`config.mk`:
```
export PLATFORM = sky130hd
export DESIGN_NAME = event_order_check_fingerprint_flat
export DESIGN_NICKNAME = d
export VERILOG_FILES = /design/src/sv/eocf_pkg.sv /design/src/sv/eocf_if.sv /design/src/sv/eocf_ctrl.sv /design/src/sv/eocf_dp.sv /design/src/sv/event_order_check_fingerprint.sv /design/src/flat_wrapper.sv
export VERILOG_INCLUDE_DIRS = /design/src /design/src/sv
export SDC_FILE = /design/constraint.sdc
export NUM_CORES = 2
export LEC_CHECK = 0
export ABC_AREA = 1
export ABC_CLOCK_PERIOD_IN_PS = 52100
export BUFFER_PORTS_ARGS = -buffer_cell sky130_fd_sc_hd__buf_4
export CORE_MARGIN = 8
export CORE_UTILIZATION = 30
export CTS_CLUSTER_SIZE = 40
export DETAILED_ROUTE_END_ITERATION = 16
export GPL_ROUTABILITY_DRIVEN = 0
export SLEW_MARGIN = 0
export SYNTH_ARGS = -nofsm -noshare
export SYNTH_HDL_FRONTEND = slang
export SYNTH_SLANG_ARGS = --single-unit
export TNS_END_PERCENT = 20
```
`constraint.sdc`:
```
create_clock -name clk -period 52.1 [get_ports clk]
set_input_delay 5.21 -clock clk [delete_from_list [all_inputs] [get_ports clk]]
set_output_delay 5.21 -clock clk [all_outputs]
set_load 0.02 [all_outputs]
```
`src/sv/assert_macros.svh`:
```
// Assertion helpers; expect clk and rst_n in scope.
`ifndef ASSERT_MACROS_SVH
`define ASSERT_MACROS_SVH

// cond implies chk in the same cycle
`define ASSERT_SAME(lbl, cond, chk) \
  lbl: assert property (@(posedge clk) disable iff (!rst_n) (cond) |-> (chk)) \
    else $error("%m: check failed");

// cond implies chk in the next cycle
`define ASSERT_NEXT(lbl, cond, chk) \
  lbl: assert property (@(posedge clk) disable iff (!rst_n) (cond) |=> (chk)) \
    else $error("%m: check failed");

`endif

```
`src/sv/eocf_pkg.sv`:
```
`timescale 1ns / 1ps

package eocf_pkg;

  localparam logic [63:0] FNV_OFFSET      = 64'hcbf2_9ce4_8422_2325;
  // prime = 2^40 + 0x1b3
  localparam int          FNV_PRIME_SHIFT = 40;
  localparam logic [8:0]  FNV_PRIME_LO    = 9'h1b3;
  localparam logic [7:0]  BYTE_MASK       = 8'hff;
  localparam logic [63:0] TS_MIN          = 64'h8000_0000_0000_0000;

  localparam int MSG_W      = 256;   // four fields, 8 bytes each
  localparam int WORD_W     = 32;    // bytes mixed per cycle * 8
  localparam int HASH_STEPS = MSG_W / WORD_W;
  localparam int STEP_CNT_W = $clog2(HASH_STEPS);

  typedef struct packed {
    logic load;      // latch incoming word
    logic step;      // mix four bytes
    logic commit;    // event in order: update state
    logic set_err;   // first out-of-order event
    logic out_load;  // capture result word
  } eocf_cmd_t;

  typedef struct packed {
    logic sticky;    // error already flagged
    logic older;     // incoming timestamp below previous
  } eocf_sts_t;

  function automatic logic [63:0] fnv_byte(input logic [63:0] h, input logic [7:0] b);
    logic [63:0] x;
    x = h ^ {56'd0, b & BYTE_MASK};
    return (x << FNV_PRIME_SHIFT) + x * {55'd0, FNV_PRIME_LO};
  endfunction

  // little-endian: low byte first
  function automatic logic [63:0] fnv_word(input logic [63:0] h,
                                           input logic [WORD_W-1:0] w);
    logic [63:0] a;
    logic [63:0] b;
    logic [63:0] c;
    a = fnv_byte(h, w[7:0]);
    b = fnv_byte(a, w[15:8]);
    c = fnv_byte(b, w[23:16]);
    return fnv_byte(c, w[31:24]);
  endfunction

endpackage

```
`src/sv/eocf_if.sv`:
```
`timescale 1ns / 1ps

interface eocf_in_if import eocf_pkg::*; ();
  logic               valid;
  logic               ready;
  logic signed [63:0] timestamp;
  logic        [31:0] instrument;
  logic        [63:0] order_ref;
  logic        [31:0] seq_number;

  modport source (output valid, timestamp, instrument, order_ref, seq_number,
                  input ready);
  modport sink   (input valid, timestamp, instrument, order_ref, seq_number,
                  output ready);
endinterface

interface eocf_out_if import eocf_pkg::*; ();
  logic               valid;
  logic               ready;
  logic        [63:0] event_count;
  logic signed [63:0] first_time;
  logic signed [63:0] last_time;
  logic        [63:0] digest;
  logic               order_error;
  logic        [63:0] error_position;

  modport source (output valid, event_count, first_time, last_time, digest,
                  order_error, error_position, input ready);
  modport sink   (input valid, event_count, first_time, last_time, digest,
                  order_error, error_position, output ready);
endinterface

```
`src/sv/eocf_ctrl.sv`:
```
`timescale 1ns / 1ps
`include "assert_macros.svh"

module eocf_ctrl import eocf_pkg::*; (
  input  logic      clk,
  input  logic      rst_n,
  input  logic      in_valid,
  output logic      in_ready,
  output logic      out_valid,
  input  logic      out_ready,
  input  eocf_sts_t sts,
  output eocf_cmd_t cmd
);

  typedef enum logic [1:0] {S_IDLE, S_HASH, S_DONE} state_t;
  typedef enum logic [1:0] {M_PASS, M_FAIL, M_HOLD} mode_t;

  localparam logic [STEP_CNT_W-1:0] STEP_LAST = STEP_CNT_W'(HASH_STEPS - 1);

  state_t                  state_r, state_nxt;
  mode_t                   mode_r, mode_nxt;
  logic [STEP_CNT_W-1:0]   cnt_r, cnt_nxt;
  logic                    out_valid_r, out_valid_nxt;
  logic                    in_fire;
  logic                    done_go;

  assign in_ready  = (state_r == S_IDLE);
  assign out_valid = out_valid_r;
  assign in_fire   = in_valid && in_ready;
  // result register free, or being emptied this cycle
  assign done_go   = (state_r == S_DONE) && (!out_valid_r || out_ready);

  always_comb begin
    cmd          = '0;
    cmd.load     = in_fire;
    cmd.step     = (state_r == S_HASH);
    cmd.commit   = done_go && (mode_r == M_PASS);
    cmd.set_err  = done_go && (mode_r == M_FAIL);
    cmd.out_load = done_go;
  end

  always_comb begin
    state_nxt     = state_r;
    mode_nxt      = mode_r;
    cnt_nxt       = cnt_r;
    out_valid_nxt = out_valid_r;
    if (out_ready) begin
      out_valid_nxt = 1'b0;
    end
    unique case (state_r)
      S_IDLE: begin
        if (in_fire) begin
          cnt_nxt = '0;
          if (sts.sticky) begin
            mode_nxt  = M_HOLD;
            state_nxt = S_DONE;
          end else if (sts.older) begin
            mode_nxt  = M_FAIL;
            state_nxt = S_DONE;
          end else begin
            mode_nxt  = M_PASS;
            state_nxt = S_HASH;
          end
        end
      end
      S_HASH: begin
        cnt_nxt = cnt_r + 1'b1;
        if (cnt_r == STEP_LAST) begin
          state_nxt = S_DONE;
        end
      end
      S_DONE: begin
        if (done_go) begin
          out_valid_nxt = 1'b1;
          state_nxt     = S_IDLE;
        end
      end
      default: state_nxt = S_IDLE;
    endcase
  end

  always_ff @(posedge clk) begin
    if (!rst_n) begin
      state_r     <= S_IDLE;
      mode_r      <= M_PASS;
      cnt_r       <= '0;
      out_valid_r <= 1'b0;
    end else begin
      state_r     <= state_nxt;
      mode_r      <= mode_nxt;
      cnt_r       <= cnt_nxt;
      out_valid_r <= out_valid_nxt;
    end
  end

  `ASSERT_NEXT(a_hash_after_pass, in_fire && !sts.sticky && !sts.older, state_r == S_HASH)
  `ASSERT_NEXT(a_last_step_done, state_r == S_HASH && cnt_r == STEP_LAST, state_r == S_DONE)
  `ASSERT_NEXT(a_done_shows_word, done_go, out_valid_r && state_r == S_IDLE)

endmodule

```
`src/sv/eocf_dp.sv`:
```
`timescale 1ns / 1ps
`include "assert_macros.svh"

module eocf_dp import eocf_pkg::*; (
  input  logic               clk,
  input  logic               rst_n,
  input  eocf_cmd_t          cmd,
  output eocf_sts_t          sts,
  input  logic signed [63:0] in_timestamp,
  input  logic        [31:0] in_instrument,
  input  logic        [63:0] in_order_ref,
  input  logic        [31:0] in_seq_number,
  output logic        [63:0] out_event_count,
  output logic signed [63:0] out_first_time,
  output logic signed [63:0] out_last_time,
  output logic        [63:0] out_digest,
  output logic               out_order_error,
  output logic        [63:0] out_error_position
);

  // event state
  logic signed [63:0] prev_r, prev_nxt;
  logic        [63:0] count_r, count_nxt;
  logic signed [63:0] first_r, first_nxt;
  logic        [63:0] digest_r, digest_nxt;
  logic               sticky_r, sticky_nxt;
  logic        [63:0] eidx_r, eidx_nxt;
  // hash work
  logic [MSG_W-1:0]   msg_r, msg_nxt;
  logic [63:0]        hash_r, hash_nxt;
  // result word
  logic        [63:0] o_count_r;
  logic signed [63:0] o_first_r;
  logic signed [63:0] o_last_r;
  logic        [63:0] o_digest_r;
  logic               o_err_r;
  logic        [63:0] o_pos_r;
  logic signed [63:0] cur_ts;

  assign sts.sticky = sticky_r;
  assign sts.older  = (in_timestamp < prev_r);

  // message rotates a full turn during hashing, so timestamp is back in place
  assign cur_ts = $signed(msg_r[63:0]);

  always_comb begin
    msg_nxt  = msg_r;
    hash_nxt = hash_r;
    if (cmd.load) begin
      msg_nxt  = {32'd0, in_seq_number, in_order_ref, 32'd0, in_instrument,
                  in_timestamp};
      hash_nxt = digest_r;
    end else if (cmd.step) begin
      msg_nxt  = {msg_r[WORD_W-1:0], msg_r[MSG_W-1:WORD_W]};
      hash_nxt = fnv_word(hash_r, msg_r[WORD_W-1:0]);
    end
  end

  always_comb begin
    prev_nxt   = prev_r;
    count_nxt  = count_r;
    first_nxt  = first_r;
    digest_nxt = digest_r;
    sticky_nxt = sticky_r;
    eidx_nxt   = eidx_r;
    if (cmd.commit) begin
      if (count_r == 64'd0) begin
        first_nxt = cur_ts;
      end
      prev_nxt   = cur_ts;
      digest_nxt = hash_r;
      count_nxt  = count_r + 64'd1;
    end
    if (cmd.set_err) begin
      sticky_nxt = 1'b1;
      eidx_nxt   = count_r;
    end
  end

  always_ff @(posedge clk) begin
    if (!rst_n) begin
      prev_r   <= TS_MIN;
      count_r  <= '0;
      first_r  <= '0;
      digest_r <= FNV_OFFSET;
      sticky_r <= 1'b0;
      eidx_r   <= '0;
    end else begin
      prev_r   <= prev_nxt;
      count_r  <= count_nxt;
      first_r  <= first_nxt;
      digest_r <= digest_nxt;
      sticky_r <= sticky_nxt;
      eidx_r   <= eidx_nxt;
    end
  end

  always_ff @(posedge clk) begin
    msg_r  <= msg_nxt;
    hash_r <= hash_nxt;
    if (cmd.out_load) begin
      o_count_r  <= count_nxt;
      o_first_r  <= first_nxt;
      o_last_r   <= (count_nxt == 64'd0) ? 64'sd0 : prev_nxt;
      o_digest_r <= digest_nxt;
      o_err_r    <= sticky_nxt;
      o_pos_r    <= sticky_nxt ? eidx_nxt : 64'd0;
    end
  end

  assign out_event_count    = o_count_r;
  assign out_first_time     = o_first_r;
  assign out_last_time      = o_last_r;
  assign out_digest         = o_digest_r;
  assign out_order_error    = o_err_r;
  assign out_error_position = o_pos_r;

  `ASSERT_NEXT(a_sticky_holds, sticky_r, sticky_r && $stable(eidx_r))
  `ASSERT_NEXT(a_frozen_after_err, sticky_r, $stable(count_r) && $stable(digest_r))
  `ASSERT_SAME(a_no_commit_on_err, cmd.commit, !sticky_r && !cmd.set_err)

endmodule

```
`src/sv/event_order_check_fingerprint.sv`:
```
`timescale 1ns / 1ps
// Event order checker with running 64-bit FNV-1a fingerprint.
// in_ch (valid/ready) takes one event word: timestamp, instrument, order_ref,
// seq_number. out_ch (valid/ready) returns exactly one result word per event:
// event count, first and last timestamp, digest, sticky order error and the
// index of the first out-of-order event.
// An in-order event is hashed as 32 little-endian bytes, four bytes per cycle
// through one chained FNV unit, then the result word is written; a new event
// is taken only after the result write of the previous one. An out-of-order
// event, or any event after the error flag is set, skips hashing and goes
// straight to the result write.
// The result sits in an output register; the next event is taken and hashed
// while it waits, and only the final write of that event waits for out_ch to
// drain. A stalled receiver therefore holds back at most one event.
// Synchronous active-low reset clears the count, error flag and first time,
// sets the digest to the FNV offset basis and the previous timestamp to the
// most negative value; no word is pending after reset.

module event_order_check_fingerprint import eocf_pkg::*; (
  input logic        clk,
  input logic        rst_n,
  eocf_in_if.sink    in_ch,
  eocf_out_if.source out_ch
);

  eocf_cmd_t cmd;
  eocf_sts_t sts;

  eocf_ctrl u_ctrl (
    .clk       (clk),
    .rst_n     (rst_n),
    .in_valid  (in_ch.valid),
    .in_ready  (in_ch.ready),
    .out_valid (out_ch.valid),
    .out_ready (out_ch.ready),
    .sts       (sts),
    .cmd       (cmd)
  );

  eocf_dp u_dp (
    .clk                (clk),
    .rst_n              (rst_n),
    .cmd                (cmd),
    .sts                (sts),
    .in_timestamp       (in_ch.timestamp),
    .in_instrument      (in_ch.instrument),
    .in_order_ref       (in_ch.order_ref),
    .in_seq_number      (in_ch.seq_number),
    .out_event_count    (out_ch.event_count),
    .out_first_time     (out_ch.first_time),
    .out_last_time      (out_ch.last_time),
    .out_digest         (out_ch.digest),
    .out_order_error    (out_ch.order_error),
    .out_error_position (out_ch.error_position)
  );

endmodule

```
`src/flat_wrapper.sv`:
```
// flat-port wrapper written by rule: the top's interface ports become plain ports
module event_order_check_fingerprint_flat import eocf_pkg::*;
  (clk, rst_n, in_ch_valid, in_ch_timestamp, in_ch_instrument, in_ch_order_ref, in_ch_seq_number, in_ch_ready, out_ch_valid, out_ch_event_count, out_ch_first_time, out_ch_last_time, out_ch_digest, out_ch_order_error, out_ch_error_position, out_ch_ready);
  eocf_in_if in_ch_i ();
  eocf_out_if out_ch_i ();
  input logic clk;
  input logic rst_n;
  input wire logic [$bits(in_ch_i.valid)-1:0] in_ch_valid;
  input wire logic [$bits(in_ch_i.timestamp)-1:0] in_ch_timestamp;
  input wire logic [$bits(in_ch_i.instrument)-1:0] in_ch_instrument;
  input wire logic [$bits(in_ch_i.order_ref)-1:0] in_ch_order_ref;
  input wire logic [$bits(in_ch_i.seq_number)-1:0] in_ch_seq_number;
  output wire logic [$bits(in_ch_i.ready)-1:0] in_ch_ready;
  output wire logic [$bits(out_ch_i.valid)-1:0] out_ch_valid;
  output wire logic [$bits(out_ch_i.event_count)-1:0] out_ch_event_count;
  output wire logic [$bits(out_ch_i.first_time)-1:0] out_ch_first_time;
  output wire logic [$bits(out_ch_i.last_time)-1:0] out_ch_last_time;
  output wire logic [$bits(out_ch_i.digest)-1:0] out_ch_digest;
  output wire logic [$bits(out_ch_i.order_error)-1:0] out_ch_order_error;
  output wire logic [$bits(out_ch_i.error_position)-1:0] out_ch_error_position;
  input wire logic [$bits(out_ch_i.ready)-1:0] out_ch_ready;
  assign in_ch_i.valid = in_ch_valid;
  assign in_ch_i.timestamp = in_ch_timestamp;
  assign in_ch_i.instrument = in_ch_instrument;
  assign in_ch_i.order_ref = in_ch_order_ref;
  assign in_ch_i.seq_number = in_ch_seq_number;
  assign in_ch_ready = in_ch_i.ready;
  assign out_ch_valid = out_ch_i.valid;
  assign out_ch_event_count = out_ch_i.event_count;
  assign out_ch_first_time = out_ch_i.first_time;
  assign out_ch_last_time = out_ch_i.last_time;
  assign out_ch_digest = out_ch_i.digest;
  assign out_ch_order_error = out_ch_i.order_error;
  assign out_ch_error_position = out_ch_i.error_position;
  assign out_ch_i.ready = out_ch_ready;
  event_order_check_fingerprint u_core (.clk(clk), .rst_n(rst_n), .in_ch(in_ch_i), .out_ch(out_ch_i));
endmodule
```
==> reports/results.ini <==
[floorplanning]
io_pins = 519
start_util_pct = 30.0
die_area_um2 = 296000
die_h_um = 544
coreArea_um2 = 278000
die_w_um = 544
rows = 194

[synth]
synth_fa_ha_area_share_pct = 33.6
syn_nets = 10800
async_flop_share_pct = 0
syn_inst = 8899
ys_seq_area_share_pct = 30.1
synth_top_family_by_area = adder cells
avgSynthCellArea_um2 = 9.40
synth-simple-area-share_pct = 11.3
yosys.cell_types.count = 68
synth_edf_count = 577
synthXorXnorAreaFrac_pct = 4.57
synth_seq_cells = 970
yosys_warnings = 0
synth_ff_type = edfxtp_1
syn_area_um2 = 83600
synth-compound-area-share_pct = 10.6
synthMuxAreaShare_pct = 0.144

[clocking]
cts_root_buf = clkbuf_16
hold_buffers = 0
clkLatencyLatePin_ns = 0.74
cts_made_buffers = 100
cts_setup_buffers = 0
clockBufferDepth = 3
clkSinkCount = 970
cts_tree = yes
post_cts_resized = 0
cts.clk_slew.worst_paths_ns = 0.07
cts.htree.levels = 3

[route]
ant_nets = 0
drc = 0
wl_per_cell_um = 21.5
detail_route.vias_per_cell = 4.75
routed_wl_mm = 285
drtIter0Drc = 4864
firstDrtPassIters = 7
num_vias = 62700

[sta]
slew_headroom_pct = 21.3
fin_tns_setup_ns = 0
period_share_pct = 39.2
hold_viol_final = 0
min_period_ns = 20.42
tightestPinTransition_ns = 1.17
skew_ns = 0.0493
clock.fmax_ghz = 0.0490
finalSetupViolations = 0
drv_slew = 0
rsz0062_at_grt = no

[worst_hold_path]
holdCritPathClass = flop to flop
hold_end = u_core.u_ctrl.cnt_r[0]
holdPathStages = 1
min_from = u_core.u_ctrl.cnt_r[0]

[setup_path]
required_ns = 52.54
cp_slowest_cell = xor2_1
cp.arrival_ns = 20.86
crit_buf_inv = 11
critPathTopFamily = adder cells
startpoint_type = flop
r2r-start = u_core.u_dp.hash_r[2]
reg2reg_depth = 72
endpoint_kind = flop
r2r_end = u_core.u_dp.hash_r[62]
path_max_fanout = 6
path_class = flop to flop
r2r_setup_slack_ns = 31.68
max_stage_delay_ns = 0.78
cp.depth = 72

[placement]
hpwl_mm = 238
port_buffers = 518

[global_routing]
overflow = 0
grt_pass1_vias = 64000
antenna_found_initial = 44
grt_max_degree = 111
track_usage_pct = 18.9
grt_pass1_wl_mm = 420

[final_layout]
largest_reg_flops = 256
top_register = u_core.u_dp.msg_r
drive_gt1_share_pct = 10.0
syn2layout_area_growth_pct = 14.0
nets = 11300

[flow_run]
cap_violations = 0

[status]
status = finished, final reports clean

metal layers:
layer	global-route usage [%]	share of wire, %	up-vias
met2	30.5	44	2150
li1	-	-	29500
met1	23.6	41	30600
met3	4.97	8.3	458
met4	8.74	6.0	42
met5	0	0.098	-
worst reg2reg max path, delay by kind of cell (launching register included):
family / cells / cell delay [ns]
adder cells (fa/ha/maj): 24 / 10.05
AND/OR/NAND/NOR: 16 / 3.28
AO/OA/AOI/OAI: 15 / 2.95
XOR/XNOR: 6 / 2.40
buffers and inverters: 11 / 0.94
flip-flops: 1 / 0.54
synthesized netlist by cell type, types with 160 or more instances:
library cell	instances	area [um^2]
clkbuf_1	174	653
xor2_1	305	2670
nand3_1	169	846
nand2_1	1035	3880
o21ai_0	383	1920
a21oi_1	492	2460
inv_1	1903	7140
fa_1	892	17900
dfxtp_1	393	7870
edfxtp_1	577	17300
a22o_1	160	1400
nor2_1	669	2510
ha_1	819	10200
placed cells by master, fill, tap and decap left out, types with 305 or more instances in the layout:
master,Yosys,final
inv_1,1903,1898
dfxtp_1,393,393
nor2_1,669,669
ha_1,819,819
buf_4,3,564
nand2_1,1035,1032
edfxtp_1,577,577
a21oi_1,492,492
fa_1,892,892
o21ai_0,383,383
xor2_1,305,305
layout make-up:
class	instances	area (um^2)
inverter	1909	7210
tap	3724	4660
clock buffer	135	2820
sequential	970	25200
antenna	38	95.1
fill	28700	183000
clock inverter	55	683
multi-input combinational	5815	50400
timing repair buffer	564	4230
cell families (layout without fill, tap and decap cells):
| family | Yosys count | after routing |
|---|---|---|
| mux | 12 | 12 |
| flops | 970 | 970 |
| fa+ha+maj | 1714 | 1714 |
| xor+xnor | 435 | 435 |
| other cells | 0 | 38 |
| buf+inv | 2114 | 2663 |
| compound gates | 1438 | 1438 |
| simple gates | 2216 | 2216 |
through the flow:
step | hold WS, ns | instance area (um^2) | utilization [%] | setup slack [ns] | std cells
6_report | 0.460 | 95300 | 34.2 | 31.68 | 13200
5_1_grt | 0.482 | 95200 | 34.2 | 30.78 | 13200
4_1_cts | 0.465 | 95200 | 34.2 | 31.94 | 13200
3_5_place_dp | 0.456 | 91700 | 32.9 | 32.02 | 13000
3_3_place_gp | 0.454 | 91700 | 32.9 | 31.95 | 13000
2_1_floorplan | 0.433 | 83600 | - | 35.81 | 8899
worst max path at each step:
stage,from,to
floorplan,u_core.u_dp.msg_r[2],u_core.u_dp.hash_r[61]
global placement,u_core.u_dp.hash_r[2],u_core.u_dp.hash_r[62]
detailed placement,u_core.u_dp.hash_r[2],u_core.u_dp.hash_r[62]
CTS,u_core.u_dp.hash_r[2],u_core.u_dp.hash_r[62]
global route,u_core.u_dp.hash_r[2],u_core.u_dp.hash_r[62]
finish,u_core.u_dp.hash_r[2],u_core.u_dp.hash_r[62]
Power is left out: the tool's default activity adds up to more than one toggle a clock period on the data nets, which glitch-free logic cannot reach.
